File: config.mk
export PLATFORM = sky130hd
export DESIGN_NAME = number_to_text_formatter_top
export DESIGN_NICKNAME = d
export VERILOG_FILES = /design/src/rtl/ntf_pkg.sv /design/src/rtl/number_to_text_formatter_top.sv
export SDC_FILE = /design/constraint.sdc
export NUM_CORES = 2
export LEC_CHECK = 0
export BUFFER_PORTS_ARGS = -buffer_cell sky130_fd_sc_hd__buf_2
export CORE_MARGIN = 8
export CORE_UTILIZATION = 62
export CTS_BUF_LIST = sky130_fd_sc_hd__clkbuf_8
export CTS_CLUSTER_SIZE = 24
export DETAILED_ROUTE_END_ITERATION = 16
export PLACE_DENSITY_LB_ADDON = 0.05
export SYNTH_ARGS = -nofsm -noshare
export SYNTH_HDL_FRONTEND = slang
export SYNTH_SLANG_ARGS = --single-unit
File: constraint.sdc
create_clock -name i_clk -period 42.8 [get_ports i_clk]
set_clock_uncertainty 0.2 [all_clocks]
set_input_delay 2.14 -clock i_clk [delete_from_list [all_inputs] [get_ports i_clk]]
set_output_delay 2.14 -clock i_clk [all_outputs]
set_load 0.005 [all_outputs]
File: src/rtl/ntf_pkg.sv
// ----------------------------------------------------------------------------
// ntf_pkg
// Types, codes and helpers of the number to text formatter.
// ----------------------------------------------------------------------------
`timescale 1ns / 1ps
`default_nettype none

package ntf_pkg;

    localparam int OUT_LIMIT        = 64;
    localparam int DEFAULT_FRAC     = 6;
    localparam int MAX_FRAC_DEF     = 10;
    localparam int NUM_SLOTS        = 7;

    localparam logic [3:0] CMD_SIGNED   = 4'd0;
    localparam logic [3:0] CMD_UNSIGNED = 4'd1;
    localparam logic [3:0] CMD_HEX      = 4'd2;
    localparam logic [3:0] CMD_HEX_UP   = 4'd3;
    localparam logic [3:0] CMD_BINARY   = 4'd4;
    localparam logic [3:0] CMD_OCTAL    = 4'd5;
    localparam logic [3:0] CMD_POINTER  = 4'd6;
    localparam logic [3:0] CMD_CHAR     = 4'd7;
    localparam logic [3:0] CMD_FIXED    = 4'd8;
    localparam logic [3:0] CMD_PERCENT  = 4'd9;

    localparam logic [2:0] SM_NONE = 3'd0;
    localparam logic [2:0] SM_HH   = 3'd1;
    localparam logic [2:0] SM_H    = 3'd2;

    localparam logic [2:0] SL_PADL = 3'd0;
    localparam logic [2:0] SL_SIGN = 3'd1;
    localparam logic [2:0] SL_ZERO = 3'd2;
    localparam logic [2:0] SL_DIG  = 3'd3;
    localparam logic [2:0] SL_DOT  = 3'd4;
    localparam logic [2:0] SL_FRAC = 3'd5;
    localparam logic [2:0] SL_PADR = 3'd6;

    typedef enum logic [2:0] {
        ST_IDLE,
        ST_DEC,
        ST_POW2,
        ST_PTR,
        ST_FRAC,
        ST_SETUP,
        ST_EMIT
    } t_state;

    function automatic logic [7:0] digit_char(input logic [3:0] d, input logic upper);
        logic [7:0] c;
        if (d < 4'd10) begin
            c = 8'h30 + {4'd0, d};
        end else if (upper) begin
            c = 8'h37 + {4'd0, d};
        end else begin
            c = 8'h57 + {4'd0, d};
        end
        return c;
    endfunction

    function automatic logic [63:0] narrow(input logic [63:0] v, input logic [2:0] sm,
                                           input logic sgn);
        logic [63:0] r;
        case (sm)
            SM_NONE: r = sgn ? {{32{v[31]}}, v[31:0]} : {32'd0, v[31:0]};
            SM_HH:   r = sgn ? {{56{v[7]}}, v[7:0]} : {56'd0, v[7:0]};
            SM_H:    r = sgn ? {{48{v[15]}}, v[15:0]} : {48'd0, v[15:0]};
            default: r = v;
        endcase
        return r;
    endfunction

endpackage

`default_nettype wire

File: src/rtl/number_to_text_formatter_top.sv
// ----------------------------------------------------------------------------
// number_to_text_formatter_top
// Formats one decoded printf conversion as a stream of characters.
// ----------------------------------------------------------------------------
// Input channel: i_valid / o_stall carries one conversion request per beat.
// Output channel: o_valid / i_stall carries one character per beat; o_last
// marks the final character of a conversion (1 to 64 characters).
// The block takes one request at a time and raises o_stall until the last
// character has been loaded into the output register.
// Decimal digits come from a 64-bit shift-add divide by 10 (up to 20 digits).
// Hex, octal and binary produce one digit per cycle; fixed point produces its
// fraction digits on one add-shift multiply-by-10 unit.
// Characters then leave at one per cycle while the receiver does not stall;
// a stall holds the output register and the sequencer waits.
// Reset clears the sequencer and the output valid; no request is in flight.
// ----------------------------------------------------------------------------
`timescale 1ns / 1ps
`default_nettype none

module number_to_text_formatter_top #(
    parameter int MAX_FRAC_DIGITS = ntf_pkg::MAX_FRAC_DEF
) (
    input  wire logic               i_clk,
    input  wire logic               i_rst_n,
    input  wire logic               i_valid,
    output logic                    o_stall,
    input  wire logic [3:0]         i_cmd,
    input  wire logic [63:0]        i_value,
    input  wire logic [2:0]         i_size_mod,
    input  wire logic [6:0]         i_field_width,
    input  wire logic signed [6:0]  i_precision,
    input  wire logic               i_left_align,
    input  wire logic               i_zero_pad,
    output logic                    o_valid,
    input  wire logic               i_stall,
    output logic [7:0]              o_out_char,
    output logic                    o_last
);

    localparam int PW = $clog2(MAX_FRAC_DIGITS + 1);
    localparam int NB = ntf_pkg::OUT_LIMIT;

    ntf_pkg::t_state r_state, n_state;
    logic            r_ov, n_ov;
    logic [7:0]      r_ochar, n_ochar;
    logic            r_olast, n_olast;

    logic            r_sign, n_sign;
    logic [63:0]     r_v, n_v;
    logic [63:0]     r_q, n_q;
    logic [7:0]      r_rem, n_rem;
    logic [5:0]      r_bit, n_bit;
    logic [31:0]     r_frac, n_frac;
    logic [PW-1:0]   r_prec, n_prec;
    logic [PW-1:0]   r_fcnt, n_fcnt;
    logic            r_fix, n_fix;
    logic            r_ptr, n_ptr;
    logic [2:0]      r_shift, n_shift;
    logic            r_upper, n_upper;
    logic            r_left, n_left;
    logic            r_zp, n_zp;
    logic [6:0]      r_fw, n_fw;
    logic [7:0]      r_dbuf [NB], n_dbuf [NB];
    logic [6:0]      r_dlen, n_dlen;
    logic [3:0]      r_fbuf [MAX_FRAC_DIGITS], n_fbuf [MAX_FRAC_DIGITS];
    logic [6:0]      r_cnt [ntf_pkg::NUM_SLOTS], n_cnt [ntf_pkg::NUM_SLOTS];
    logic [2:0]      r_slot, n_slot;
    logic [6:0]      r_tot, n_tot;

    assign o_stall    = (r_state != ntf_pkg::ST_IDLE);
    assign o_valid    = r_ov;
    assign o_out_char = r_ochar;
    assign o_last     = r_olast;

    always_ff @(posedge i_clk) begin
        if (!i_rst_n) begin
            r_state <= ntf_pkg::ST_IDLE;
            r_ov    <= 1'b0;
        end else begin
            r_state <= n_state;
            r_ov    <= n_ov;
        end
    end

    always_ff @(posedge i_clk) begin
        r_ochar <= n_ochar;
        r_olast <= n_olast;
        r_sign  <= n_sign;
        r_v     <= n_v;
        r_q     <= n_q;
        r_rem   <= n_rem;
        r_bit   <= n_bit;
        r_frac  <= n_frac;
        r_prec  <= n_prec;
        r_fcnt  <= n_fcnt;
        r_fix   <= n_fix;
        r_ptr   <= n_ptr;
        r_shift <= n_shift;
        r_upper <= n_upper;
        r_left  <= n_left;
        r_zp    <= n_zp;
        r_fw    <= n_fw;
        r_dbuf  <= n_dbuf;
        r_dlen  <= n_dlen;
        r_fbuf  <= n_fbuf;
        r_cnt   <= n_cnt;
        r_slot  <= n_slot;
        r_tot   <= n_tot;
    end

    always_comb begin
        logic [63:0] nv;
        logic [63:0] mag;
        logic [63:0] quo;
        logic [3:0]  dig;
        logic [35:0] prod;
        logic [6:0]  len;
        logic [6:0]  wid;
        logic [6:0]  pad;
        logic [6:0]  cnt_c [ntf_pkg::NUM_SLOTS];
        logic        found;

        nv    = '0;
        mag   = '0;
        quo   = '0;
        dig   = '0;
        prod  = '0;
        len   = '0;
        wid   = '0;
        pad   = '0;
        found = 1'b0;
        for (int k = 0; k < ntf_pkg::NUM_SLOTS; k++) begin
            cnt_c[k] = '0;
        end

        n_state = r_state;
        n_ov    = r_ov;
        n_ochar = r_ochar;
        n_olast = r_olast;
        n_sign  = r_sign;
        n_v     = r_v;
        n_q     = r_q;
        n_rem   = r_rem;
        n_bit   = r_bit;
        n_frac  = r_frac;
        n_prec  = r_prec;
        n_fcnt  = r_fcnt;
        n_fix   = r_fix;
        n_ptr   = r_ptr;
        n_shift = r_shift;
        n_upper = r_upper;
        n_left  = r_left;
        n_zp    = r_zp;
        n_fw    = r_fw;
        n_dbuf  = r_dbuf;
        n_dlen  = r_dlen;
        n_fbuf  = r_fbuf;
        n_cnt   = r_cnt;
        n_slot  = r_slot;
        n_tot   = r_tot;

        if (r_ov && !i_stall) begin
            n_ov = 1'b0;
        end

        case (r_state)
            ntf_pkg::ST_IDLE: begin
                if (i_valid) begin
                    n_sign  = 1'b0;
                    n_rem   = '0;
                    n_bit   = '0;
                    n_fix   = 1'b0;
                    n_ptr   = 1'b0;
                    n_prec  = '0;
                    n_fcnt  = '0;
                    n_dlen  = '0;
                    n_upper = 1'b0;
                    n_shift = 3'd4;
                    n_left  = i_left_align;
                    n_fw    = (i_field_width > 7'(NB)) ? 7'(NB) : i_field_width;
                    n_zp    = i_zero_pad && ((i_cmd <= ntf_pkg::CMD_OCTAL)
                                             || (i_cmd == ntf_pkg::CMD_FIXED));
                    case (i_cmd)
                        ntf_pkg::CMD_SIGNED: begin
                            nv      = ntf_pkg::narrow(i_value, i_size_mod, 1'b1);
                            n_sign  = nv[63];
                            n_v     = nv[63] ? (~nv + 64'd1) : nv;
                            n_state = ntf_pkg::ST_DEC;
                        end
                        ntf_pkg::CMD_UNSIGNED: begin
                            n_v     = ntf_pkg::narrow(i_value, i_size_mod, 1'b0);
                            n_state = ntf_pkg::ST_DEC;
                        end
                        ntf_pkg::CMD_HEX, ntf_pkg::CMD_HEX_UP: begin
                            n_v     = ntf_pkg::narrow(i_value, i_size_mod, 1'b0);
                            n_upper = (i_cmd == ntf_pkg::CMD_HEX_UP);
                            n_state = ntf_pkg::ST_POW2;
                        end
                        ntf_pkg::CMD_BINARY: begin
                            n_v     = ntf_pkg::narrow(i_value, i_size_mod, 1'b0);
                            n_shift = 3'd1;
                            n_state = ntf_pkg::ST_POW2;
                        end
                        ntf_pkg::CMD_OCTAL: begin
                            n_v     = ntf_pkg::narrow(i_value, i_size_mod, 1'b0);
                            n_shift = 3'd3;
                            n_state = ntf_pkg::ST_POW2;
                        end
                        ntf_pkg::CMD_POINTER: begin
                            n_v = i_value;
                            if (i_value == 64'd0) begin
                                n_dbuf[0] = 8'h28;
                                n_dbuf[1] = 8'h6e;
                                n_dbuf[2] = 8'h69;
                                n_dbuf[3] = 8'h6c;
                                n_dbuf[4] = 8'h29;
                                n_dlen    = 7'd5;
                                n_state   = ntf_pkg::ST_SETUP;
                            end else begin
                                n_ptr   = 1'b1;
                                n_state = ntf_pkg::ST_POW2;
                            end
                        end
                        ntf_pkg::CMD_CHAR: begin
                            n_dbuf[0] = i_value[7:0];
                            n_dlen    = 7'd1;
                            n_state   = ntf_pkg::ST_SETUP;
                        end
                        ntf_pkg::CMD_FIXED: begin
                            mag    = i_value[63] ? (~i_value + 64'd1) : i_value;
                            n_sign = i_value[63];
                            n_v    = {32'd0, mag[63:32]};
                            n_frac = mag[31:0];
                            n_fix  = 1'b1;
                            if (i_precision[6]) begin
                                n_prec = PW'(ntf_pkg::DEFAULT_FRAC < MAX_FRAC_DIGITS ?
                                              ntf_pkg::DEFAULT_FRAC : MAX_FRAC_DIGITS);
                            end else if (i_precision > 7'(MAX_FRAC_DIGITS)) begin
                                n_prec = PW'(MAX_FRAC_DIGITS);
                            end else begin
                                n_prec = PW'(i_precision);
                            end
                            n_state = ntf_pkg::ST_DEC;
                        end
                        ntf_pkg::CMD_PERCENT: begin
                            n_dbuf[0] = 8'h25;
                            n_dlen    = 7'd1;
                            n_state   = ntf_pkg::ST_SETUP;
                        end
                        default: begin
                            n_dbuf[0] = 8'h25;
                            n_dbuf[1] = i_value[7:0];
                            n_dlen    = 7'd2;
                            n_state   = ntf_pkg::ST_SETUP;
                        end
                    endcase
                end
            end

            ntf_pkg::ST_DEC: begin
                // q ~ 0.8 * v by shift-add, then q / 8, then fix up the remainder
                case (r_bit)
                    6'd0: begin
                        n_q   = {1'b0, r_v[63:1]} + {2'd0, r_v[63:2]};
                        n_bit = 6'd1;
                    end
                    6'd1: begin
                        n_q   = r_q + {4'd0, r_q[63:4]};
                        n_bit = 6'd2;
                    end
                    6'd2: begin
                        n_q   = r_q + {8'd0, r_q[63:8]};
                        n_bit = 6'd3;
                    end
                    6'd3: begin
                        n_q   = r_q + {16'd0, r_q[63:16]};
                        n_bit = 6'd4;
                    end
                    6'd4: begin
                        n_q   = r_q + {32'd0, r_q[63:32]};
                        n_bit = 6'd5;
                    end
                    6'd5: begin
                        quo   = {3'd0, r_q[63:3]};
                        n_q   = quo;
                        n_rem = r_v[7:0] - {quo[4:0], 3'd0} - {quo[6:0], 1'b0};
                        n_bit = 6'd6;
                    end
                    default: begin
                        if (r_rem >= 8'd10) begin
                            n_rem = r_rem - 8'd10;
                            n_q   = r_q + 64'd1;
                        end else begin
                            for (int k = NB - 1; k > 0; k--) begin
                                n_dbuf[k] = r_dbuf[k-1];
                            end
                            n_dbuf[0] = ntf_pkg::digit_char(r_rem[3:0], 1'b0);
                            n_dlen    = r_dlen + 7'd1;
                            n_v       = r_q;
                            n_bit     = '0;
                            if (r_q == 64'd0) begin
                                if (r_fix && (r_prec != '0)) begin
                                    n_state = ntf_pkg::ST_FRAC;
                                end else begin
                                    n_state = ntf_pkg::ST_SETUP;
                                end
                            end
                        end
                    end
                endcase
            end

            ntf_pkg::ST_POW2: begin
                case (r_shift)
                    3'd1:    begin dig = {3'd0, r_v[0]};   n_v = r_v >> 1; end
                    3'd3:    begin dig = {1'b0, r_v[2:0]}; n_v = r_v >> 3; end
                    default: begin dig = r_v[3:0];         n_v = r_v >> 4; end
                endcase
                for (int k = NB - 1; k > 0; k--) begin
                    n_dbuf[k] = r_dbuf[k-1];
                end
                n_dbuf[0] = ntf_pkg::digit_char(dig, r_upper);
                n_dlen    = r_dlen + 7'd1;
                if (n_v == 64'd0) begin
                    n_state = r_ptr ? ntf_pkg::ST_PTR : ntf_pkg::ST_SETUP;
                end
            end

            ntf_pkg::ST_PTR: begin
                for (int k = NB - 1; k > 1; k--) begin
                    n_dbuf[k] = r_dbuf[k-2];
                end
                n_dbuf[0] = 8'h30;
                n_dbuf[1] = 8'h78;
                n_dlen    = r_dlen + 7'd2;
                n_state   = ntf_pkg::ST_SETUP;
            end

            ntf_pkg::ST_FRAC: begin
                prod   = {1'b0, r_frac, 3'd0} + {3'd0, r_frac, 1'b0};
                n_frac = prod[31:0];
                for (int k = MAX_FRAC_DIGITS - 1; k > 0; k--) begin
                    n_fbuf[k] = r_fbuf[k-1];
                end
                n_fbuf[0] = prod[35:32];
                n_fcnt    = r_fcnt + PW'(1);
                if (r_fcnt == PW'(MAX_FRAC_DIGITS - 1)) begin
                    n_state = ntf_pkg::ST_SETUP;
                end
            end

            ntf_pkg::ST_SETUP: begin
                len = r_dlen + {6'd0, r_sign};
                if (r_fix && (r_prec != '0)) begin
                    len = len + 7'd1 + 7'(r_prec);
                end
                wid = r_fw;
                pad = (wid > len) ? (wid - len) : 7'd0;
                cnt_c[ntf_pkg::SL_PADL] = (!r_left && !r_zp) ? pad : 7'd0;
                cnt_c[ntf_pkg::SL_SIGN] = {6'd0, r_sign};
                cnt_c[ntf_pkg::SL_ZERO] = (!r_left && r_zp) ? pad : 7'd0;
                cnt_c[ntf_pkg::SL_DIG]  = r_dlen;
                cnt_c[ntf_pkg::SL_DOT]  = (r_fix && (r_prec != '0)) ? 7'd1 : 7'd0;
                cnt_c[ntf_pkg::SL_FRAC] = r_fix ? 7'(r_prec) : 7'd0;
                cnt_c[ntf_pkg::SL_PADR] = r_left ? pad : 7'd0;
                // left-aligned: sign goes before text, pad at the end; zero pad also drops leading spaces
                if (r_left || r_zp) begin
                    cnt_c[ntf_pkg::SL_PADL] = 7'd0;
                end
                n_cnt  = cnt_c;
                n_tot  = len + pad;
                n_slot = ntf_pkg::SL_PADR;
                for (int k = 0; k < ntf_pkg::NUM_SLOTS; k++) begin
                    if (!found && (cnt_c[k] != 7'd0)) begin
                        n_slot = 3'(k);
                        found  = 1'b1;
                    end
                end
                n_state = ntf_pkg::ST_EMIT;
            end

            ntf_pkg::ST_EMIT: begin
                if (!r_ov || !i_stall) begin
                    n_ov    = 1'b1;
                    n_olast = (r_tot == 7'd1);
                    n_tot   = r_tot - 7'd1;
                    case (r_slot)
                        ntf_pkg::SL_PADL: n_ochar = 8'h20;
                        ntf_pkg::SL_SIGN: n_ochar = 8'h2d;
                        ntf_pkg::SL_ZERO: n_ochar = 8'h30;
                        ntf_pkg::SL_DIG: begin
                            n_ochar = r_dbuf[0];
                            for (int k = 0; k < NB - 1; k++) begin
                                n_dbuf[k] = r_dbuf[k+1];
                            end
                        end
                        ntf_pkg::SL_DOT:  n_ochar = 8'h2e;
                        ntf_pkg::SL_FRAC: begin
                            n_ochar = ntf_pkg::digit_char(r_fbuf[MAX_FRAC_DIGITS-1], 1'b0);
                            for (int k = MAX_FRAC_DIGITS - 1; k > 0; k--) begin
                                n_fbuf[k] = r_fbuf[k-1];
                            end
                        end
                        default:          n_ochar = 8'h20;
                    endcase
                    n_cnt[r_slot] = r_cnt[r_slot] - 7'd1;
                    if (r_cnt[r_slot] == 7'd1) begin
                        for (int k = 0; k < ntf_pkg::NUM_SLOTS; k++) begin
                            if (!found && (3'(k) > r_slot) && (r_cnt[k] != 7'd0)) begin
                                n_slot = 3'(k);
                                found  = 1'b1;
                            end
                        end
                    end
                    if (r_tot == 7'd1) begin
                        n_state = ntf_pkg::ST_IDLE;
                    end
                end
            end

            default: n_state = ntf_pkg::ST_IDLE;
        endcase
    end

endmodule

`default_nettype wire

==> key figures <==
Status
  – Status: complete, no violations

Drt
  – # DRC: 0
  – Via count: 48950
  – Initial DRC count: 6514
  – DR pass1 iterations: 7
  – Vias per inst: 6.765
  – Antenna viol nets, final: 0
  – Final WL: 171600 um
  – DR WL/cell: 23.72 um

CTS
  – Root Buffer: clkbuf_8
  – CTS HTree Levels: 4
  – Hold buffer count at cts: 0
  – TritonCTS clock tree: built
  – CTS Buf Count: 143
  – PostCTS Resize Cnt: 0
  – Worst-Skew Late Latency: 0.86 ns
  – Total clock sinks: 826
  – Clk slew on worst S/H paths: 0.06 ns
  – Clock buffer depth: 3
  – # Post-CTS Setup Buffers: 0

Layout
  – Layout cells sized above 1: 0.07474
  – Design Area, Final: 59130 um^2
  – Area delta synth->final: 6.503%
  – Nets@finish: 6258

Timing
  – Fmax: 0.1509 GHz
  – Hold Slack: 0.2106 ns
  – Final Setup Violations: 0
  – RSZ-0062 raised after global routing: no
  – Worst-margin pin slew: 1.196 ns
  – Final Max Slew Viols: 0
  – TNS Setup: 0 ns
  – Rel. slew slack: 0.2029
  – Final min period: 6.628 ns
  – Tcrit/Tclk final: 0.1549
  – Final Hold Vio Count: 0
  – Post-route setup slack: 36.17 ns

Power and ir drop
  – Internal: 2770 uW
  – Final Total Pwr: 5207 uW
  – Leak pwr: 0.02297 uW
  – Pwr/cell area: 88.06 nW/um^2
  – Max VDD drop: 0.09224 mV
  – Switch Pwr: 2438 uW
  – Combinational fraction of design power: 0.506
  – Clock power frac: 0.128
  – Seq pwr share: 0.366
  – Switching share of total power: 0.4681

Critical path
  – Top cell by count, worst path: ha_1
  – Crit path max-delay family: adder cells
  – Worst setup SP type: flip-flop
  – Crit-path max cell delay: 0.62 ns
  – CP arrival: 6.98 ns
  – Critical Path Start: r_dlen[0]$_DFFE_PP_
  – CP Max Fanout: 8
  – Crit path buf inv count: 3
  – WP data required: 43.15 ns
  – Slowest CP cell: a2111oi_0
  – Crit. End Element: flip-flop
  – FF-to-FF Start: r_dlen[0]$_DFFE_PP_
  – WS Path Type: reg2reg

Synth
  – Post-synth top cells: 1364 x nand2_1, 822 x edfxtp_1, 607 x a22oi_1, 365 x a21oi_1, 360 x clkbuf_1
  – Syn Area/Cell: 9.167 um^2
  – Yosys cell types: 97
  – Most used standard cell by instance count after synthesis: nand2_1
  – Most used DFF post-synth: edfxtp_1
  – Top cell type's share of synthesized area: 0.4446
  – #FFs+latches synth: 826
  – Largest cells by area after synthesis: edfxtp_1 44%, nand2_1 9.2%, a22oi_1 8.2%
  – Mux share of post-synthesis cell area: 0.02319
  – Post-synth EDFFs: 822
  – Post-Syn Instances: 6057
  – Compound-Gate Fraction of Synth Area: 0.2318
  – Largest family of logic cells by synthesized area: compound AO/OA/AOI/OAI gates
  – Sequential cell area fraction in the yosys report: 0.4460
  – Total number of yosys warnings: 0
  – Post-Syn Area: 55520 um^2
  – Synthesized-area fraction occupied by adder cells: 0.04962
  – Post-Synth Simple-Gate Area: 0.1698
  – FFs w/ async S/R, synth: 0
  – Syn_nets: 6359
  – Post-synthesis xor/xnor area fraction: 0.04306
  – Largest area contributor in the netlist: edfxtp_1

Global routing
  – First-pass GRT wire length: 261200 um
  – Number of global-route vias before repair: 45180
  – Initial antenna violation count: 20
  – Largest net degree at the start of global routing: 254
  – Gr ovfl total: 0
  – GRT Total Usage: 0.3314

Floorplanning
  – I/O pin cnt: 102
  – Core area: 88510 um^2
  – Initial Util: 0.6273
  – Die Wd: 315.3 um
  – FP Rows: 109
  – Die Span Y: 315.3 um
  – Die area: 99390 um^2

Placed design
  – Pre-CTS WS: 35.71 ns
  – Placed wire-length estimate: 117700 um
  – PortBufs: 101
  – Placement Cell Area: 56570 um^2
  – GPL Wtd Cong: 1.037

Job
  – Maxcap violations: 0

Worst hold path
  – HP Class: reg2reg
  – Min-Delay Startpoint: r_fbuf[4]$_DFFE_PP_
layer usage:
metal | vias to the layer above | track usage | share of wire
li1 | 22510 | - | -
met1 | 23220 | 0.4232 | 0.38
met2 | 2593 | 0.5158 | 0.45
met3 | 611 | 0.07294 | 0.094
met4 | 18 | 0.2009 | 0.068
met5 | - | 0 | 0.00082
cells in the final DEF, fill, tap and decap left out, drive strengths merged, types with 46 or more instances in the layout:
| cell | synthesis | layout |
|---|---|---|
| xor2 | 111 | 111 |
| a21o | 90 | 90 |
| a21oi | 365 | 365 |
| nor3 | 68 | 68 |
| a22oi | 607 | 607 |
| o21ai | 376 | 376 |
| o221ai | 46 | 46 |
| nand2 | 1364 | 1364 |
| clkbuf | 360 | 145 |
| nand4 | 47 | 47 |
| buf | 52 | 166 |
| clkinv | 1 | 53 |
| nor4 | 50 | 50 |
| mux2i | 78 | 78 |
| ha | 201 | 201 |
| edfxtp | 822 | 822 |
| nand3 | 66 | 66 |
| inv | 114 | 160 |
| a211oi | 50 | 50 |
| nor2 | 339 | 339 |
| xnor2 | 162 | 162 |
registers in the layout, summed over array words and instances, names as in the netlist, 3 cells and up:
name        flops
r_bit           3
o_out_char      8
r_fbuf         40
r_state         3
r_frac         32
r_dlen          7
r_cnt          49
r_shift         3
r_fw            7
r_prec          4
r_fcnt          4
r_v            64
r_slot          3
r_tot           7
r_q            64
r_rem           8
r_dbuf        512
area by class of cell:
class	count	area, um^2
Antenna cell	10	25.02
Inverter	115	431.7
Timing Repair Buffer	166	1044
Fill cell	7232	29380
Tap cell	1165	1458
Sequential cell	826	24770
Clock inverter	105	545.5
Clock buffer	145	1996
Multi-Input combinational cell	4704	28870
worst register-to-register path, cell delays in order (launching register included):
cell and delay, ns:
edfxtp_1 0.52, ha_1 0.28, ha_1 0.23, xnor2_1 0.19, inv_1 0.10, ha_1 0.34, nand2_1 0.07, o21ai_0 0.28
a21oi_1 0.12, nor3_1 0.18, xor2_1 0.37, ha_1 0.32, nor3_1 0.07, a2111oi_0 0.62, o21a_1 0.29, nand2b_1 0.16
inv_1 0.09, ha_1 0.15, inv_1 0.05, fa_1 0.41, a211oi_1 0.22, nor3_1 0.11, maj3_1 0.36, maj3_1 0.37
xnor2_1 0.16, o21ai_1 0.07
stage by stage:
stage,utilization,instances
after floorplan,-,6057
after global placement,0.6391,6976
after detailed placement,0.6391,6976
after CTS,0.6678,7226
after global routing,0.6679,7229
final,0.6681,7236
power by group through the flow:
| stage | registers (uW) | clock network, uW | logic [uW] |
|---|---|---|---|
| after floorplan | 2110 | 0 | 1930 |
| final | 1900 | 668 | 2630 |
| after CTS | 1880 | 680 | 2590 |
| after global placement | 1890 | 0 | 2530 |
| after detailed placement | 1890 | 0 | 2580 |
| after global routing | 1920 | 712 | 2880 |
cells by family after synthesis:
logic type      Yosys count
xor+xnor                273
flops                   826
mux                     116
buf+inv                 527
simple gates           2182
compound gates         1918
fa+ha+maj               215
worst paths after layout:
kind | end | slack (ns) | depth (start not counted)
hold reg to reg | r_fbuf[0]$_DFFE_PP_ | 0.21 | 0
hold / removal | r_fbuf[0]$_DFFE_PP_ | 0.21 | 0
setup reg to reg | r_tot[6]$_DFFE_PP_ | 36.17 | 25
setup / recovery | r_tot[6]$_DFFE_PP_ | 36.17 | 25
Note: power is estimated with default switching activity, not from simulation.
